## src/rtl/utf8sd_pkg.sv

```systemverilog
// Package for the UTF-8 stream decoder: word types, limits and lead-byte constants.
// Used by every module under rtl/; depends on nothing.
package utf8sd_pkg;

    // Longest string the block is sized for
    localparam int MAX_STRING_BYTES = 65536;

    // Field widths fixed by the interface
    localparam int POS_W = 16;
    localparam int CNT_W = 17;
    localparam int CP_W  = 21;
    localparam int LEN_W = 3;

    // Saturation bounds for byte position and character count
    localparam int POS_CAP_INT = ((MAX_STRING_BYTES - 1) > 65535) ? 65535
                                                                  : (MAX_STRING_BYTES - 1);
    localparam int CNT_CAP_INT = (MAX_STRING_BYTES > 131071) ? 131071 : MAX_STRING_BYTES;
    localparam logic [POS_W-1:0] POS_CAP = POS_W'(POS_CAP_INT);
    localparam logic [CNT_W-1:0] CNT_CAP = CNT_W'(CNT_CAP_INT);

    // Lead byte thresholds and payload masks
    localparam logic [7:0] LEAD_2_MIN  = 8'hC0;
    localparam logic [7:0] ASCII_LIMIT = 8'h80;
    localparam logic [7:0] LEAD_3_MIN  = 8'hE0;
    localparam logic [7:0] LEAD_4_MIN  = 8'hF0;
    localparam logic [7:0] MASK_LEAD_2 = 8'h1F;
    localparam logic [7:0] MASK_LEAD_3 = 8'h0F;
    localparam logic [7:0] MASK_LEAD_4 = 8'h07;
    localparam logic [7:0] MASK_CONT   = 8'h3F;

    // Sequence lengths
    localparam logic [LEN_W-1:0] LEN_1 = 3'd1;
    localparam logic [LEN_W-1:0] LEN_2 = 3'd2;
    localparam logic [LEN_W-1:0] LEN_3 = 3'd3;
    localparam logic [LEN_W-1:0] LEN_4 = 3'd4;

    // Input word: one byte of the string
    typedef struct packed {
        logic [7:0] data_byte;
        logic       end_of_string;
    } byte_item_t;

    // Output word: one decoded character
    typedef struct packed {
        logic [CP_W-1:0]  code_point;
        logic [POS_W-1:0] start_offset;
        logic [LEN_W-1:0] sequence_length;
        logic [CNT_W-1:0] char_ordinal;
        logic             stray_error;
        logic             truncated;
        logic             last_of_string;
    } char_item_t;

endpackage

```

## src/rtl/utf8sd_in_stage.sv

```systemverilog
// Input register stage of the UTF-8 stream decoder.
// Depends on utf8sd_pkg for the input word type.
module utf8sd_in_stage (
    input  logic                   clk,
    input  logic                   rst_n,
    input  logic                   byte_valid,
    output logic                   byte_ready,
    input  utf8sd_pkg::byte_item_t byte_data,
    output logic                   stage_valid,
    input  logic                   stage_take,
    output utf8sd_pkg::byte_item_t stage_item
);

    logic                   valid_reg;
    logic                   valid_next;
    utf8sd_pkg::byte_item_t item_reg;

    // Room when empty or when the held word leaves this cycle
    assign byte_ready  = !valid_reg || stage_take;
    assign stage_valid = valid_reg;
    assign stage_item  = item_reg;

    always_comb
    begin
        if (byte_valid && byte_ready)
        begin
            valid_next = 1'b1;
        end
        else if (stage_take)
        begin
            valid_next = 1'b0;
        end
        else
        begin
            valid_next = valid_reg;
        end
    end

    always_ff @(posedge clk or negedge rst_n)
    begin
        if (!rst_n)
        begin
            valid_reg <= 1'b0;
        end
        else
        begin
            valid_reg <= valid_next;
        end
    end

    // Payload needs no reset
    always_ff @(posedge clk)
    begin
        if (byte_valid && byte_ready)
        begin
            item_reg <= byte_data;
        end
    end

endmodule

```

## src/rtl/utf8sd_decode.sv

```systemverilog
// Decode step of the UTF-8 stream decoder: sequence state and one-byte update.
// Depends on utf8sd_pkg for types, limits and lead-byte constants.
module utf8sd_decode (
    input  logic                   clk,
    input  logic                   rst_n,
    input  logic                   lax_mode,
    input  logic                   step,
    input  utf8sd_pkg::byte_item_t item,
    output logic                   has_result,
    output utf8sd_pkg::char_item_t result
);

    logic [1:0]                      pending_reg,  pending_next;
    logic [utf8sd_pkg::CP_W-1:0]     acc_reg,      acc_next;
    logic [utf8sd_pkg::LEN_W-1:0]    cur_len_reg,  cur_len_next;
    logic [utf8sd_pkg::POS_W-1:0]    start_reg,    start_next;
    logic [utf8sd_pkg::POS_W-1:0]    pos_reg,      pos_next;
    logic [utf8sd_pkg::CNT_W-1:0]    counter_reg,  counter_next;

    logic [7:0]                      b;
    logic                            last;
    logic [utf8sd_pkg::CNT_W-1:0]    ordinal;
    logic [1:0]                      pend_dec;
    logic [utf8sd_pkg::CP_W-1:0]     acc_shift;

    assign b    = item.data_byte;
    assign last = item.end_of_string;

    // Ordinal of the character this byte would emit, saturating
    assign ordinal = (counter_reg < utf8sd_pkg::CNT_CAP) ? counter_reg + 1'b1 : counter_reg;

    // Continuation byte folded into the accumulator
    assign pend_dec  = pending_reg - 2'd1;
    assign acc_shift = {acc_reg[utf8sd_pkg::CP_W-7:0], b[5:0] & utf8sd_pkg::MASK_CONT[5:0]};

    // One byte of decode
    always_comb
    begin
        pending_next = pending_reg;
        acc_next     = acc_reg;
        cur_len_next = cur_len_reg;
        start_next   = start_reg;
        pos_next     = pos_reg;
        counter_next = counter_reg;
        has_result   = 1'b0;

        result                 = '0;
        result.start_offset    = start_reg;
        result.char_ordinal    = ordinal;
        result.last_of_string  = last;
        result.sequence_length = utf8sd_pkg::LEN_1;

        if (pending_reg == 2'd0)
        begin
            start_next          = pos_reg;
            result.start_offset = pos_reg;
            priority if (b < utf8sd_pkg::ASCII_LIMIT)
            begin
                has_result        = 1'b1;
                result.code_point = utf8sd_pkg::CP_W'(b);
            end
            else if (b < utf8sd_pkg::LEAD_2_MIN)
            begin
                // Stray continuation used as a lead
                has_result         = 1'b1;
                result.code_point  = lax_mode ? utf8sd_pkg::CP_W'(b) : '0;
                result.stray_error = !lax_mode;
            end
            else
            begin
                if (b < utf8sd_pkg::LEAD_3_MIN)
                begin
                    cur_len_next = utf8sd_pkg::LEN_2;
                    acc_next     = utf8sd_pkg::CP_W'(b & utf8sd_pkg::MASK_LEAD_2);
                    pending_next = 2'd1;
                end
                else if (b < utf8sd_pkg::LEAD_4_MIN)
                begin
                    cur_len_next = utf8sd_pkg::LEN_3;
                    acc_next     = utf8sd_pkg::CP_W'(b & utf8sd_pkg::MASK_LEAD_3);
                    pending_next = 2'd2;
                end
                else
                begin
                    cur_len_next = utf8sd_pkg::LEN_4;
                    acc_next     = utf8sd_pkg::CP_W'(b & utf8sd_pkg::MASK_LEAD_4);
                    pending_next = 2'd3;
                end
                // String ends right after a multi-byte lead
                if (last)
                begin
                    has_result       = 1'b1;
                    result.truncated = 1'b1;
                end
            end
        end
        else
        begin
            acc_next     = acc_shift;
            pending_next = pend_dec;
            if (pend_dec == 2'd0)
            begin
                has_result             = 1'b1;
                result.code_point      = acc_shift;
                result.sequence_length = cur_len_reg;
            end
            else if (last)
            begin
                has_result             = 1'b1;
                result.truncated       = 1'b1;
                result.sequence_length = cur_len_reg - {1'b0, pend_dec};
            end
        end

        if (has_result)
        begin
            counter_next = ordinal;
        end

        // End of string clears the per-string state
        if (last)
        begin
            pending_next = 2'd0;
            acc_next     = '0;
            cur_len_next = '0;
            pos_next     = '0;
            counter_next = '0;
        end
        else if (pos_reg < utf8sd_pkg::POS_CAP)
        begin
            pos_next = pos_reg + 1'b1;
        end
    end

    always_ff @(posedge clk or negedge rst_n)
    begin
        if (!rst_n)
        begin
            pending_reg <= '0;
            acc_reg     <= '0;
            cur_len_reg <= '0;
            start_reg   <= '0;
            pos_reg     <= '0;
            counter_reg <= '0;
        end
        else if (step)
        begin
            pending_reg <= pending_next;
            acc_reg     <= acc_next;
            cur_len_reg <= cur_len_next;
            start_reg   <= start_next;
            pos_reg     <= pos_next;
            counter_reg <= counter_next;
        end
    end

endmodule

```

## src/rtl/utf8sd_out_buf.sv

```systemverilog
// Two-entry result buffer of the UTF-8 stream decoder; decouples the receiver's stall.
// Depends on utf8sd_pkg for the output word type.
module utf8sd_out_buf (
    input  logic                   clk,
    input  logic                   rst_n,
    input  logic                   push,
    input  utf8sd_pkg::char_item_t push_item,
    output logic                   full,
    output logic                   char_valid,
    input  logic                   char_ready,
    output utf8sd_pkg::char_item_t char_data
);

    utf8sd_pkg::char_item_t mem [2];
    logic       rd_ptr_reg, rd_ptr_next;
    logic       wr_ptr_reg, wr_ptr_next;
    logic [1:0] count_reg,  count_next;
    logic       pop;

    assign full       = (count_reg == 2'd2);
    assign char_valid = (count_reg != 2'd0);
    assign char_data  = mem[rd_ptr_reg];
    assign pop        = char_valid && char_ready;

    // Pointer and fill bookkeeping
    always_comb
    begin
        rd_ptr_next = pop  ? !rd_ptr_reg : rd_ptr_reg;
        wr_ptr_next = push ? !wr_ptr_reg : wr_ptr_reg;
        unique case ({push, pop})
            2'b10:   count_next = count_reg + 2'd1;
            2'b01:   count_next = count_reg - 2'd1;
            default: count_next = count_reg;
        endcase
    end

    always_ff @(posedge clk or negedge rst_n)
    begin
        if (!rst_n)
        begin
            rd_ptr_reg <= 1'b0;
            wr_ptr_reg <= 1'b0;
            count_reg  <= '0;
        end
        else
        begin
            rd_ptr_reg <= rd_ptr_next;
            wr_ptr_reg <= wr_ptr_next;
            count_reg  <= count_next;
        end
    end

    // Result storage
    always_ff @(posedge clk)
    begin
        if (push)
        begin
            mem[wr_ptr_reg] <= push_item;
        end
    end

endmodule

```

## src/rtl/utf8_stream_decoder_top.sv

```systemverilog
// UTF-8 stream decoder, top level.
// Usage:
//   byte channel (byte_valid/byte_ready/byte_data): one string byte per word,
//   end_of_string set on the final byte of each string.
//   char channel (char_valid/char_ready/char_data): one word per decoded
//   character, carrying code point, start offset, length, ordinal and flags.
//   cfg channel (cfg_valid/cfg_ready/cfg_data): writes lax_mode; always ready.
//   Write it only while no bytes are in flight.
// Path: a byte that finishes a character is held in the input register after
// acceptance, then decoded into the result buffer, where its result appears.
// Throughput: one byte per cycle while the result buffer has room; the decode step
// is a single shift-and-OR between the input register and the two-entry result buffer.
// Stall: while the receiver holds char_ready low, bytes keep flowing until the
// buffer holds two results; then the decode step waits, and byte_ready drops
// once the input register also holds a byte.
// Reset: all decode state, counters and lax_mode clear; both channels empty.
// Depends on utf8sd_pkg, utf8sd_in_stage, utf8sd_decode, utf8sd_out_buf.
module utf8_stream_decoder_top (
    input  logic                   clk,
    input  logic                   rst_n,
    input  logic                   byte_valid,
    output logic                   byte_ready,
    input  utf8sd_pkg::byte_item_t byte_data,
    output logic                   char_valid,
    input  logic                   char_ready,
    output utf8sd_pkg::char_item_t char_data,
    input  logic                   cfg_valid,
    output logic                   cfg_ready,
    input  logic                   cfg_data
);

    logic                   lax_mode_reg;
    logic                   stage_valid;
    logic                   stage_take;
    utf8sd_pkg::byte_item_t stage_item;
    logic                   has_result;
    utf8sd_pkg::char_item_t result;
    logic                   buf_full;

    // Configuration register
    assign cfg_ready = 1'b1;

    always_ff @(posedge clk or negedge rst_n)
    begin
        if (!rst_n)
        begin
            lax_mode_reg <= 1'b0;
        end
        else if (cfg_valid)
        begin
            lax_mode_reg <= cfg_data;
        end
    end

    // Decode advances when the input register holds a byte and the buffer has room for a result
    assign stage_take = stage_valid && !buf_full;

    utf8sd_in_stage u_in_stage (
        .clk         (clk),
        .rst_n       (rst_n),
        .byte_valid  (byte_valid),
        .byte_ready  (byte_ready),
        .byte_data   (byte_data),
        .stage_valid (stage_valid),
        .stage_take  (stage_take),
        .stage_item  (stage_item)
    );

    utf8sd_decode u_decode (
        .clk        (clk),
        .rst_n      (rst_n),
        .lax_mode   (lax_mode_reg),
        .step       (stage_take),
        .item       (stage_item),
        .has_result (has_result),
        .result     (result)
    );

    utf8sd_out_buf u_out_buf (
        .clk        (clk),
        .rst_n      (rst_n),
        .push       (stage_take && has_result),
        .push_item  (result),
        .full       (buf_full),
        .char_valid (char_valid),
        .char_ready (char_ready),
        .char_data  (char_data)
    );

endmodule
```

## config.mk

```make
export PLATFORM = sky130hd
export DESIGN_NAME = utf8_stream_decoder_top
export DESIGN_NICKNAME = d
export VERILOG_FILES = /design/src/rtl/utf8sd_pkg.sv /design/src/rtl/utf8sd_in_stage.sv /design/src/rtl/utf8sd_decode.sv /design/src/rtl/utf8sd_out_buf.sv /design/src/rtl/utf8_stream_decoder_top.sv
export SDC_FILE = /design/constraint.sdc
export NUM_CORES = 1
export LEC_CHECK = 0
export ABC_CLOCK_PERIOD_IN_PS = 5020
export BUFFER_PORTS_ARGS = -buffer_cell sky130_fd_sc_hd__buf_2
export CORE_MARGIN = 10
export CORE_UTILIZATION = 30
export CTS_CLUSTER_SIZE = 30
export DETAILED_ROUTE_END_ITERATION = 10
export HOLD_SLACK_MARGIN = 0.06
export PLACE_DENSITY_LB_ADDON = 0.15
export SKIP_LAST_GASP = 1
export SLEW_MARGIN = 25
export SYNTH_ARGS = -nofsm -noshare
export SYNTH_HDL_FRONTEND = slang
export SYNTH_SLANG_ARGS = --single-unit
```

## constraint.sdc

```tcl
create_clock -name clk -period 5.02 [get_ports clk]
set_input_delay 0.502 -clock clk [delete_from_list [all_inputs] [get_ports clk]]
set_output_delay 0.502 -clock clk [all_outputs]
set_load 0.02 [all_outputs]
```

Word-level counts from Yosys, hierarchy flattened

Memory sizes are Yosys's and may differ from the RTL's.
Index checks and enable logic that the tools add are counted.

Register bits: 84
Memory bits (writable): 120
Bits of input ports: 15
Output and inout bits: 63
Memories kept: 1

Memories:

| memory        | depth | width | read ports | clocked after Yosys merged registers in | write ports | RTL line             | RTL |
|---|---|---|---|---|---|---|---|
| u_out_buf.mem | 2     | 60    | 1          | 0                                       | 1           | utf8sd_out_buf.sv:14 | `utf8sd_pkg::char_item_t mem [2];` |

Add/sub/neg operators: 6
Order comparisons: 6
Equal/unequal tests: 7
Mux-type cells: 48
Reduce and logical (&&, ||, !) cells: 22

Operators by type and width:

| cell                  | count |
|---|---|
| $mux 21               | 4 |
| $mux 15               | 4 |
| $mux 17               | 3 |
| $mux 16               | 3 |
| $lt 8x8->1 const B    | 4 |
| $mux 3                | 9 |
| $add 17x1->17 const B | 1 |
| $lt 17x17->1 const B  | 1 |
| $add 16x1->16 const B | 1 |
| $lt 16x16->1 const B  | 1 |
| $mux 1                | 15 |
| $mux 2                | 6 |
| $reduce_bool 2->1     | 6 |
| $mux 8                | 1 |
| $ne 3x3->1 const B    | 2 |
| $logic_not 1->1       | 5 |
| $mux 5                | 1 |
| $eq 2x2->1 const B    | 2 |
| $logic_and 1x1->1     | 4 |
| $logic_not 2->1       | 2 |
| $mux 4                | 1 |
| $ne 2x2->1 const B    | 2 |
| $pmux 2 s2            | 1 |
| $reduce_and 2->1      | 2 |
| other kinds (7)       | 8 |

Longest topological paths before layout

Gate-level depths: netlist of run 1.

Word-level depth: 7
Gate-level depth with buffers: 11
Gate-level depth less buffers: 10

Modules after synthesis

From an unflattened synthesis of run 1, not the netlist that was laid out.

Cells, all modules: 704
Area total of the unflattened synthesis: 9425.3 um2

Modules (own cells, without submodules):

| module                  | times used | cells an instance | area an instance (um2) |
|---|---|---|---|
| utf8sd_out_buf          | 1          | 204               | 4830.9 |
| utf8sd_decode           | 1          | 481               | 4204.0 |
| utf8sd_in_stage         | 1          | 13                | 324.1 |
| utf8_stream_decoder_top | 1          | 6                 | 66.3 |

Worst setup path before layout of run 1

Ideal clock, no wire load.

Kind: reg2reg
From: reg u_decode.pending_reg[0]
To: mem u_out_buf.mem[0][0] (netlist name), enable pin
Setup time: 0.478 ns
Arrival time: 4.180 ns
Data required time: 4.542 ns
Path slack: 0.361 ns
Stages on the path, launching flop included: 9
Cells stage by stage: dfrtp_1 inv_1 ha_1 nand3_1 o21ai_0 a21oi_2 inv_2 clkbuf_1 nor2_1

Longest elaborated chain between the ends: 7
Elaborated cells on any way between the ends: 8

Ends and longest elaborated chain:

| element                        | RTL line                      | RTL |
|---|---|---|
| start, declared                | utf8sd_decode.sv:13           | `logic [1:0] pending_reg, pending_next;` |
| start signal, assigned         | utf8sd_decode.sv:148          | `pending_reg <= pending_next;` |
| $sub 2x1->2                    | utf8sd_decode.sv:33           | `assign pend_dec = pending_reg - 2'd1;` |
| $logic_not 2->1                | utf8sd_decode.sv:101          | `if (pend_dec == 2'd0)` |
| $mux 1                         | utf8sd_decode.sv:101          |  |
| $mux 1 *                       | utf8sd_decode.sv:53           | `if (pending_reg == 2'd0)` |
| $logic_and 1x1->1 *            | utf8_stream_decoder_top.sv:82 | `.push (stage_take && has_result),` |
| $mux 1 *                       | utf8sd_out_buf.sv:56          | `if (push)` |
| $mux 1 (implied by the code) * | utf8sd_out_buf.sv:58          | `mem[wr_ptr_reg] <= push_item;` |
| end, declared                  | utf8sd_out_buf.sv:14          |  |

Every way passes the cells marked *; elsewhere a longest branch is shown, timed or not.

Worst setup path after layout of run 1

From: reg u_decode.pending_reg[0]
To: mem u_out_buf.mem[1][39] (netlist name), enable pin

The elaborated chain is that of the path after synthesis.

==> results of run 1 <==
==> final timing paths <==
kind | start | to | depth (start not counted)
max | u_decode.pending_reg[0] | u_out_buf.mem[1][39] | 9
max reg2reg | u_decode.pending_reg[0] | u_out_buf.mem[1][39] | 9
max in group asynchronous | rst_n | u_out_buf.rd_ptr_reg | 3
min in group asynchronous | rst_n | u_decode.start_reg[3] | 2
min reg2reg | u_decode.acc_reg[12] | u_decode.acc_reg[12] | 1
min | byte_data[0] | u_in_stage.stage_item[0] | 1
==> worst register-to-register path, stage by stage (launching register included) <==
cell	delay, ns
dfrtp_1	0.39
inv_1	0.09
ha_1	0.31
buf_4	0.29
nand3_1	0.22
o21ai_0	0.22
a21oi_2	0.44
inv_2	0.29
nor2_4	0.24
buf_4	0.38
==> power by group through the flow <==
stage	registers (mW)	clock network (mW)	logic, mW
after global placement	2.60	0	2.08
after CTS	2.58	1.75	2.12
after floorplan	2.51	0	1.48
after detailed placement	2.61	0	2.11
after global routing	2.63	1.82	2.25
final	2.57	1.69	2.04
==> final cells by class <==
cell class / count / area (um^2) / share of cell area
clock inverter: 7 / 80.1 / 0.00768
timing repair buffer: 88 / 508 / 0.0488
clock buffer: 35 / 701 / 0.0672
inverter: 14 / 52.6 / 0.00504
tap: 384 / 480 / 0.0461
sequential: 204 / 5750 / 0.552
multi-input combinational: 366 / 2850 / 0.273
==> cells by family (layout without fill, tap and decap cells) <==
logic type                 count (synthesis)  in the layout  share of synthesized area
AOI/OAI and AO/OA                         82             82                     0.0667
adders and majority gates                  7              7                     0.0109
DFF                                      204            204                      0.657
other                                      1              1                   0.000428
buffers and inverters                     46            144                     0.0213
xor gates and xnor gates                  21             21                     0.0210
muxes                                     98             98                      0.126
and+or+nand+nor                          157            157                     0.0974
==> metal layers <==
| layer | wire, um | part of all wire | vias up |
|---|---|---|---|
| met1 | 8960 | 0.46 | 2657 |
| met4 | 493 | 0.025 | 0 |
| met5 | 0 | 0 | - |
| li1 | - | - | 2474 |
| met3 | 849 | 0.043 | 31 |
| met2 | 9380 | 0.48 | 96 |
==> cell usage after synthesis (all sizes together) (7+ instances only) <==
| cell type | instances |
|---|---|
| edfxtp | 129 |
| mux2 | 96 |
| dfrtp | 75 |
| nand2 | 35 |
| and2 | 26 |
| clkbuf | 26 |
| nand3 | 20 |
| o21ai | 19 |
| a22o | 18 |
| xnor2 | 16 |
| nor2 | 15 |
| inv | 14 |
| a21oi | 13 |
| nor3 | 13 |
| nand4 | 7 |
==> stage by stage <==
step | utilization | total power [mW] | area (um^2) | setup WS [ns]
2_1_floorplan | - | 3.98 | 8760 | 0.361
3_3_place_gp | 0.333 | 4.68 | 9600 | 1.92
3_5_place_dp | 0.334 | 4.72 | 9620 | 1.75
4_1_cts | 0.362 | 6.45 | 10400 | 1.75
5_1_grt | 0.362 | 6.70 | 10400 | 1.52
6_report | 0.362 | 6.30 | 10400 | 1.81
==> layout by cell type (no fill, tap or decap), types with 6 or more instances in the layout <==
master     netlist  routed
and2_1          26      26
a22o_1          18      18
buf_4            3      10
edfxtp_1       129     129
inv_1           13      13
clkbuf_8         0       8
o21ai_0         19      19
nor2b_1          6       6
mux2_2          96      96
nor4_1           6       6
nand2_1         35      35
nor3_1          13      12
ha_1             6       6
clkbuf_16        0      23
a21oi_1         12      12
nand4_1          6       6
nand2b_1         6       6
xnor2_1         16      16
dfrtp_1         75      74
nor2_1          15      13
buf_2            1      75
nand3_1         20      20
==> what timing repair did <==
action	in CTS	in global routing
hold buffers	1	0
setup endpoints to repair	0	0
gates resized for setup	0	0
hold endpoints to repair	33	0
==> flow_summary.json, run 1 <==
{
  "timing_limited_maximum_frequency_mhz": 312,
  "setup_violations": 0,
  "sequential_power_share": 0.408,
  "worstSetupPathType": "flop to flop",
  "grt_pass1_vias": 5499,
  "synth.area.top_cells": "edfxtp_1, dfrtp_1, mux2_2, and2_1, a22o_1",
  "share_clk_of_total_power": 0.268,
  "postSynth.asyncResetShare": 0.368,
  "die_width_um": 191,
  "static_leak_nw": 4.08,
  "fillCellCount": 2770,
  "grt_start_max_net_pins": 43,
  "wl_um": 19700,
  "yosysTopAreaCell": "edfxtp_1",
  "detail_route.wl_per_cell_um": 17.9,
  "crit_path_launch_type": "flop",
  "row_count": 62,
  "cts_made_buffers": 23,
  "power_frac_comb": 0.324,
  "worst_path_largest_cell_delay_ns": 0.44,
  "power.density_cell_area_nw_per_um2": 605,
  "dp.cells": 1055,
  "cts.root.buffer_cell": "clkbuf_16",
  "ctsLongestPathBuffers": 3,
  "cts_post_setup_buffers_inserted": 0,
  "critical_path_peak_fanout": 27,
  "netlist-cell-type-count": 58,
  "global_route.peak_usage_layer": "met2",
  "detailed_placer_s_ending_hpwl_um": 13400,
  "synthDominantCellAreaShare": 0.442,
  "cts.clk_slew.worst_paths_ns": 0.06,
  "timing.final.max_slew_violations": 0,
  "grt_antenna_before_repair": 0,
  "tightestPinTransition_ns": 0.944,
  "ys_seq_area_frac": 0.657,
  "portBuffers": 76,
  "design.core.area_um2": 28800,
  "slowest_stage": "a21oi_2",
  "route.detailed.vias_per_inst": 4.79,
  "grt_first_pass_wirelength_um": 31500,
  "numClockSinks": 204,
  "crit_arrival_ns": 3.38,
  "diodes": 0,
  "grt_util_met2": 0.178,
  "dr.first_iter.drc_count": 334,
  "ys_seq_elements": 204,
  "groute.layer.met3.usage": 0.0203,
  "power_switching_mw": 2.17,
  "route.detailed.drc": 0,
  "effective_utilization_at_floorplan": 0.304,
  "clock_skew_ns": 0.0252,
  "grt_setup_unrepaired": "false",
  "critical_path.top_delay_family": "buffers and inverters",
  "layout_stage_area_growth_over_the_synthesis_result_pct": 19.0,
  "cp_cell_sequence": "inv_1 -> ha_1 -> buf_4 -> nand3_1 -> o21ai_0 -> a21oi_2 -> inv_2 -> nor2_4 -> buf_4",
  "worstSkewPairLatency_ns": 0.52,
  "peakVddDrop_mv": 0.262,
  "switching_share": 0.345,
  "global_route.overflow_total": 0,
  "critPathMostFrequentCell": "buf_4",
  "register_to_register_setup_slack_ns": 1.81,
  "cp-end-kind": "flop",
  "cts_htree_levels": 1,
  "slew_headroom": 0.371,
  "critPathRequiredTime_ns": 5.19,
  "vias": 5258,
  "final_min_period_over_clock_period": 0.639,
  "die_area_um2": 36400,
  "met1_usage": 0.140,
  "postSynthCellCount": 616,
  "hold_ws_ns": 0.179,
  "place_congestion": 0.732,
  "post_layout_nonfiller_instances": 1098,
  "worst_hold_path_type": "input pin to flop",
  "dieHeight_um": 191,
  "synth_area_per_cell_um2": 14.2,
  "dominantRegCellSynth": "edfxtp_1",
  "power.internal_mw": 4.13,
  "ios": 78,
  "tritoncts": "done",
  "syn-num-nets": 638,
  "final.min_clock_period_ns": 3.21,
  "grt_util_all_layers": 0.108,
  "nets": 719,
  "synth.cell_area_um2": 8760,
  "synthesis.yosys.warnings": 0,
  "drive_above_1_share": 0.329,
  "number_of_flip_flops_under_the_largest_register_name": 120,
  "drt-pass1-iter-count": 5,
  "finalHoldViolations": 0,
  "setup_tns_ns": 0,
  "synth-edff-count": 129,
  "buf_inv_on_cp": 4,
  "drv_cap": 0,
  "post_route_ant_nets": 0,
  "outcome": "finished clean"
}
No activity file was read; power rests on OpenSTA's default activity.
==> run 2, diff against run 1 <==
--- a/config.mk
+++ b/config.mk
@@ -5,7 +5,7 @@
 export SDC_FILE = /design/constraint.sdc
 export NUM_CORES = 1
 export LEC_CHECK = 0
-export ABC_CLOCK_PERIOD_IN_PS = 5020
+export ABC_CLOCK_PERIOD_IN_PS = 2600
 export BUFFER_PORTS_ARGS = -buffer_cell sky130_fd_sc_hd__buf_2
 export CORE_MARGIN = 10
 export CORE_UTILIZATION = 30
==> constraint.sdc (replaced) <==
create_clock -name clk -period 2.6 [get_ports clk]
set_input_delay 0.26 -clock clk [delete_from_list [all_inputs] [get_ports clk]]
set_output_delay 0.26 -clock clk [all_outputs]
set_load 0.02 [all_outputs]
==> run 2 against run 1 <==
Compared with the run above:
- clock-buffer cell count up 1
- final area up 2.0%
- sequential cell count unchanged
- via count up 0.53%
- worst setup slack worse by 1.5 ns
- combinational power up 110%
- first-iteration DRC count up 1.8%
- global-route usage up 0.13 points
- routed wire length up 1.3%
- power up 95%
- sequential power up 91%
- critical endpoint is now char_data[2]
==> flow_summary.json, run 2 (same netlist as run 1, synthesis figures left out) <==
{
  "switching_share": 0.345,
  "layout_commonest_cell": "edfxtp_1",
  "final.min_clock_period_ns": 2.31,
  "die_width_um": 191,
  "crit_path_launch_type": "flop",
  "vias": 5286,
  "power.density_cell_area_nw_per_um2": 1150,
  "crit_arrival_ns": 2.05,
  "static_leak_nw": 4.18,
  "number_of_resized_instances_in_the_post_cts_repair_step": 0,
  "share_clk_of_total_power": 0.254,
  "ctsLongestPathBuffers": 3,
  "route.detailed.drc": 0,
  "grt_antenna_before_repair": 0,
  "portBuffers": 76,
  "numClockSinks": 204,
  "cts.root.buffer_cell": "clkbuf_16",
  "slowest_stage": "dfrtp_2",
  "diodes": 0,
  "grt_start_max_net_pins": 43,
  "worst_path_largest_cell_delay_ns": 0.69,
  "cts_htree_levels": 1,
  "power_frac_comb": 0.346,
  "fin_util": 0.369,
  "dieHeight_um": 191,
  "hold_ws_ns": 0.125,
  "drive_above_1_share": 0.328,
  "tritoncts": "done",
  "clock_skew_ns": 0.0257,
  "critical_path_peak_fanout": 24,
  "final_cell_mix": "edfxtp_1, mux2_2, buf_2, dfrtp_1, nand2_1",
  "slew_headroom": 0.359,
  "row_count": 62,
  "setup_violations": 0,
  "detailed_placer_s_ending_hpwl_um": 13500,
  "route.detailed.vias_per_inst": 4.70,
  "place_congestion": 0.742,
  "timing_limited_maximum_frequency_mhz": 433,
  "nets": 744,
  "post_route_ant_nets": 0,
  "design.core.area_um2": 28800,
  "outcome": "finished clean",
  "worst_hold_path_type": "input pin to flop",
  "cts.clk_slew.worst_paths_ns": 0.06,
  "grt_pass1_vias": 5627,
  "global_route.overflow_total": 0,
  "tightestPinTransition_ns": 0.955,
  "power.internal_mw": 8.03,
  "ios": 78,
  "power_switching_mw": 4.24,
  "cp_cell_sequence": "buf_12 -> mux2_2 -> buf_2",
  "critPathRequiredTime_ns": 2.34,
  "worstSetupPathType": "flop to primary output",
  "detail_route.wl_per_cell_um": 17.7,
  "grt_setup_unrepaired": "false",
  "finalHoldViolations": 0,
  "die_area_um2": 36400,
  "sequential_power_share": 0.400,
  "wl_um": 19900,
  "drt-pass1-iter-count": 4,
  "layout_stage_area_growth_over_the_synthesis_result_pct": 21.4,
  "cts_made_buffers": 24,
  "grt_util_all_layers": 0.109,
  "dr.first_iter.drc_count": 340,
  "cp-end-kind": "primary output",
  "final_min_period_over_clock_period": 0.889,
  "grt_first_pass_wirelength_um": 31700,
  "timing.final.max_slew_violations": 0,
  "drv_cap": 0,
  "effective_utilization_at_floorplan": 0.304,
  "number_of_flip_flops_under_the_largest_register_name": 120,
  "peakVddDrop_mv": 0.504,
  "worstSkewPairLatency_ns": 0.53
}
[run 2: power by group through the flow]
stage | Sequential, mW | Combinational (mW) | Clock (mW)
floorplan | 4.80 | 2.94 | 0
global placement | 4.96 | 4.30 | 0
detailed placement | 4.98 | 4.36 | 0
CTS | 4.92 | 4.40 | 3.25
global route | 5.02 | 4.65 | 3.39
finish | 4.91 | 4.24 | 3.12
[run 2: repair_timing]
| action | CTS | global route |
|---|---|---|
| hold buffers | 13 | 0 |
| setup buffers | 0 | 0 |
| endpoints found under the hold margin | 51 | 0 |
| endpoints found under the setup margin | 0 | 0 |
[run 2: metal layers]
layer	global-route usage	part of all wire
met5	0	0
met4	0.0357	0.026
met3	0.0240	0.046
met2	0.176	0.47
met1	0.142	0.46
[run 2: final cells by class]
| class | instances | area (um^2) |
|---|---|---|
| fill | 2747 | 18100 |
| sequential | 204 | 5750 |
| multi-input combinational | 366 | 2870 |
| timing repair buffer | 112 | 748 |
| clock buffer | 36 | 656 |
| tap | 384 | 480 |
| clock inverter | 8 | 72.6 |
| inverter | 14 | 52.6 |
[run 2: worst paths after layout]
check / endpoint / startpoint / slack (ns) / cells past startpoint
min: u_out_buf.rd_ptr_reg / char_ready / 0.12 / 3
min reg2reg: u_decode.start_reg[0] / u_decode.start_reg[0] / 0.50 / 1
max in group asynchronous: u_decode.acc_reg[0] / rst_n / 1.56 / 3
min in group asynchronous: u_decode.pos_reg[1] / rst_n / 0.32 / 2
max reg2reg: u_decode.pos_reg[7] / u_decode.pos_reg[0] / 0.34 / 7
max: char_data[2] / u_out_buf.rd_ptr_reg / 0.29 / 3
[run 2: stage by stage]
stage	area, um^2	setup TNS, ns	cells	setup slack (ns)	power (mW)
CTS	10600	0	1124	0.201	12.6
detailed placement	9770	0	1067	0.377	9.34
global placement	9770	0	1067	0.456	9.25
floorplan	8820	-1.58	616	-0.0240	7.74
global route	10600	0	1124	0.136	13.1
finish	10600	0	1124	0.289	12.3
[run 2: worst max-delay path, delay by kind of cell, from the launching register on]
| kind | cells | cell delay, ns |
|---|---|---|
| buffers and inverters | 2 | 0.42 |
| multiplexers | 1 | 0.38 |
| flip-flops | 1 | 0.69 |
==> run 3, diff against run 2 <==
--- a/config.mk
+++ b/config.mk
@@ -5,8 +5,10 @@
 export SDC_FILE = /design/constraint.sdc
 export NUM_CORES = 1
 export LEC_CHECK = 0
+export ABC_AREA = 1
 export ABC_CLOCK_PERIOD_IN_PS = 2600
 export BUFFER_PORTS_ARGS = -buffer_cell sky130_fd_sc_hd__buf_2
+export CORE_ASPECT_RATIO = 0.5
 export CORE_MARGIN = 10
 export CORE_UTILIZATION = 30
 export CTS_CLUSTER_SIZE = 30
==> run 3 against run 2 <==
Compared with the run above:
- routed wire length increased by 5.3%
- global-route usage increased by 0.16 points
- maximum frequency increased by 0.20%
- worst hold slack improved by 0.21 ns
- largest cell class unchanged
==> flow_summary.json, run 3 <==
{
  "portBuffers": 76,
  "effective_utilization_at_floorplan": 0.305,
  "yosysMostFrequentCell": "nand2_1",
  "grt_first_pass_wirelength_um": 33600,
  "static_leak_nw": 4.53,
  "netlist-cell-type-count": 39,
  "timing.critical_path.from": "u_decode.pending_reg[0]",
  "outcome": "finished clean",
  "cts.clk_slew.worst_paths_ns": 0.06,
  "placed_area_um2": 9760,
  "syn-num-nets": 921,
  "met1_usage": 0.141,
  "worst_hold_path_type": "input pin to async pin",
  "number_of_resized_instances_in_the_post_cts_repair_step": 0,
  "final_design_area_no_fill_um2": 10600,
  "timing_limited_maximum_frequency_mhz": 434,
  "crit_path_launch_type": "flop",
  "layout_stage_area_growth_over_the_synthesis_result_pct": 19.5,
  "seqCellArea_um2": 5750,
  "timing.rr.end": "u_out_buf.count_reg[1]",
  "synth.cell_area_um2": 8870,
  "dominantRegCellSynth": "edfxtp_1",
  "synthDominantCellAreaShare": 0.437,
  "final.min_clock_period_ns": 2.31,
  "peakVddDrop_mv": 0.476,
  "grt_antenna_before_repair": 0,
  "critPathRequiredTime_ns": 2.98,
  "grt_util_met2": 0.191,
  "die_area_um2": 37300,
  "reg2reg_depth": 11,
  "worst_setup_path_endpoint": "u_out_buf.count_reg[1]",
  "cts.root.buffer_cell": "clkbuf_16",
  "global_route.overflow_total": 0,
  "detailed_placer_s_ending_hpwl_um": 14100,
  "design.core.area_um2": 29100,
  "ys_seq_elements": 204,
  "dr.first_iter.drc_count": 347,
  "postSynthCellCount": 899,
  "postSynth.asyncResetShare": 0.368,
  "global_route.peak_usage_layer": "met2",
  "synth_area_per_cell_um2": 9.87,
  "finalHoldViolations": 0,
  "route.detailed.drc": 0,
  "grt_start_max_net_pins": 62,
  "ys_seq_area_frac": 0.648,
  "ios": 78,
  "setup_violations": 0,
  "drv_cap": 0,
  "cts_post_setup_buffers_inserted": 0,
  "clock_skew_ns": 0.0102,
  "numClockSinks": 204,
  "multi_input_area_um2": 2640,
  "fin_util": 0.365,
  "crit_arrival_ns": 2.69,
  "grt_setup_unrepaired": "false",
  "cts_made_buffers": 21,
  "power.density_cell_area_nw_per_um2": 1160,
  "register_to_register_setup_slack_ns": 0.29,
  "slew_headroom": 0.541,
  "final_cell_mix": "nand2_1, edfxtp_1, inv_1, buf_2, dfrtp_1",
  "grt_util_all_layers": 0.111,
  "post_synth_most_frequent_cells": "nand2_1, edfxtp_1, inv_1",
  "place_congestion": 0.795,
  "wl_um": 21000,
  "tightestPinTransition_ns": 0.689,
  "groute.layer.met3.usage": 0.0225,
  "nets": 1017,
  "cp-end-kind": "flop",
  "drive_above_1_share": 0.146,
  "drt-pass1-iter-count": 5,
  "row_count": 44,
  "final_min_period_over_clock_period": 0.887,
  "tritoncts": "done",
  "critical_path_peak_fanout": 13,
  "ctsLongestPathBuffers": 3,
  "setup_tns_ns": 0,
  "worstSetupPathType": "flop to flop",
  "vias": 6187,
  "route.detailed.vias_per_inst": 4.42,
  "layout_commonest_cell": "nand2_1",
  "timing.final.max_slew_violations": 0,
  "synthesis.yosys.warnings": 0,
  "number_of_flip_flops_under_the_largest_register_name": 120,
  "diodes": 0,
  "rr_startpoint": "u_decode.pending_reg[0]",
  "detail_route.wl_per_cell_um": 15.0,
  "cts_htree_levels": 1,
  "dieHeight_um": 142,
  "worstSkewPairLatency_ns": 0.50,
  "grt_pass1_vias": 6059,
  "die_width_um": 263,
  "synth-edff-count": 129,
  "synth.area.top_cells": "edfxtp_1, dfrtp_1, nand2_1, inv_1, o21ai_0",
  "yosysTopAreaCell": "edfxtp_1",
  "fillCellCount": 2926,
  "post_route_ant_nets": 0
}
[run 3: logic make-up (layout without fill, tap and decap cells)]
logic type	after synthesis	after routing	share of synthesized area
AND/OR/NAND/NOR	446	446	0.201
XOR/XNOR	15	15	0.0148
other	1	1	0.000423
buffers and inverters	125	235	0.0564
flip-flops	204	204	0.648
adder cells (fa/ha/maj)	7	7	0.0107
AO/OA/AOI/OAI	101	101	0.0680
[run 3: per-layer routing]
layer	routed length (um)	up-vias	part of all wire
met2	10100	79	0.48
met5	0	-	0
met1	9730	2954	0.46
met4	343	0	0.016
met3	806	30	0.038
li1	-	3124	-
[run 3: worst min path at each step]
stage / startpoint / to / cells after the start
CTS: rst_n / u_decode.start_reg[10] / 2
global placement: rst_n / u_decode.start_reg[10] / 1
floorplan: rst_n / lax_mode_reg / 0
finish: rst_n / u_decode.start_reg[10] / 2
detailed placement: rst_n / u_decode.start_reg[10] / 1
global route: rst_n / u_decode.start_reg[10] / 2
[run 3: area by class of cell]
cell class | instances | share of cell area
multi-input cells | 570 | 0.249
clock buffers | 27 | 0.0565
well taps | 391 | 0.0461
flip-flops and latches | 204 | 0.542
inverters | 94 | 0.0333
clock inverters | 10 | 0.0100
repair buffers | 104 | 0.0628
[run 3: timing repair]
| item | 4_1_cts | 5_1_grt |
|---|---|---|
| endpoints found under the setup margin | 0 | 0 |
| endpoints found under the hold margin | 56 | 0 |
| hold buffers | 14 | 0 |
[run 3: critical path, cell delays in order, from the launching register on]
cell	delay (ns)
dfrtp_1	0.35
inv_1	0.09
ha_1	0.22
inv_1	0.19
nand2_2	0.12
o21ai_2	0.12
nand2_1	0.10
nand2_2	0.31
ha_1	0.33
a21oi_1	0.11
o21ai_0	0.11
xor2_1	0.15
[run 3: report_power, final]
| part | switching, mW | internal [mW] | leakage [nW] |
|---|---|---|---|
| logic | 3.20 | 1.19 | 1.95 |
| registers | 0.303 | 4.48 | 2.24 |
| clock network | 1.25 | 1.83 | 0.343 |
[run 3: per-stage QoR]
stage          std cells  setup WS [ns]  total power [mW]  hold slack [ns]
2_1_floorplan        899        0.00411              7.75          -0.0356
5_1_grt             1400         0.0607              13.1            0.377
6_report            1400          0.293              12.3            0.339
3_5_place_dp        1349          0.278              9.38            0.342
3_3_place_gp        1349          0.323              9.35            0.341
4_1_cts             1400          0.263              12.5            0.363
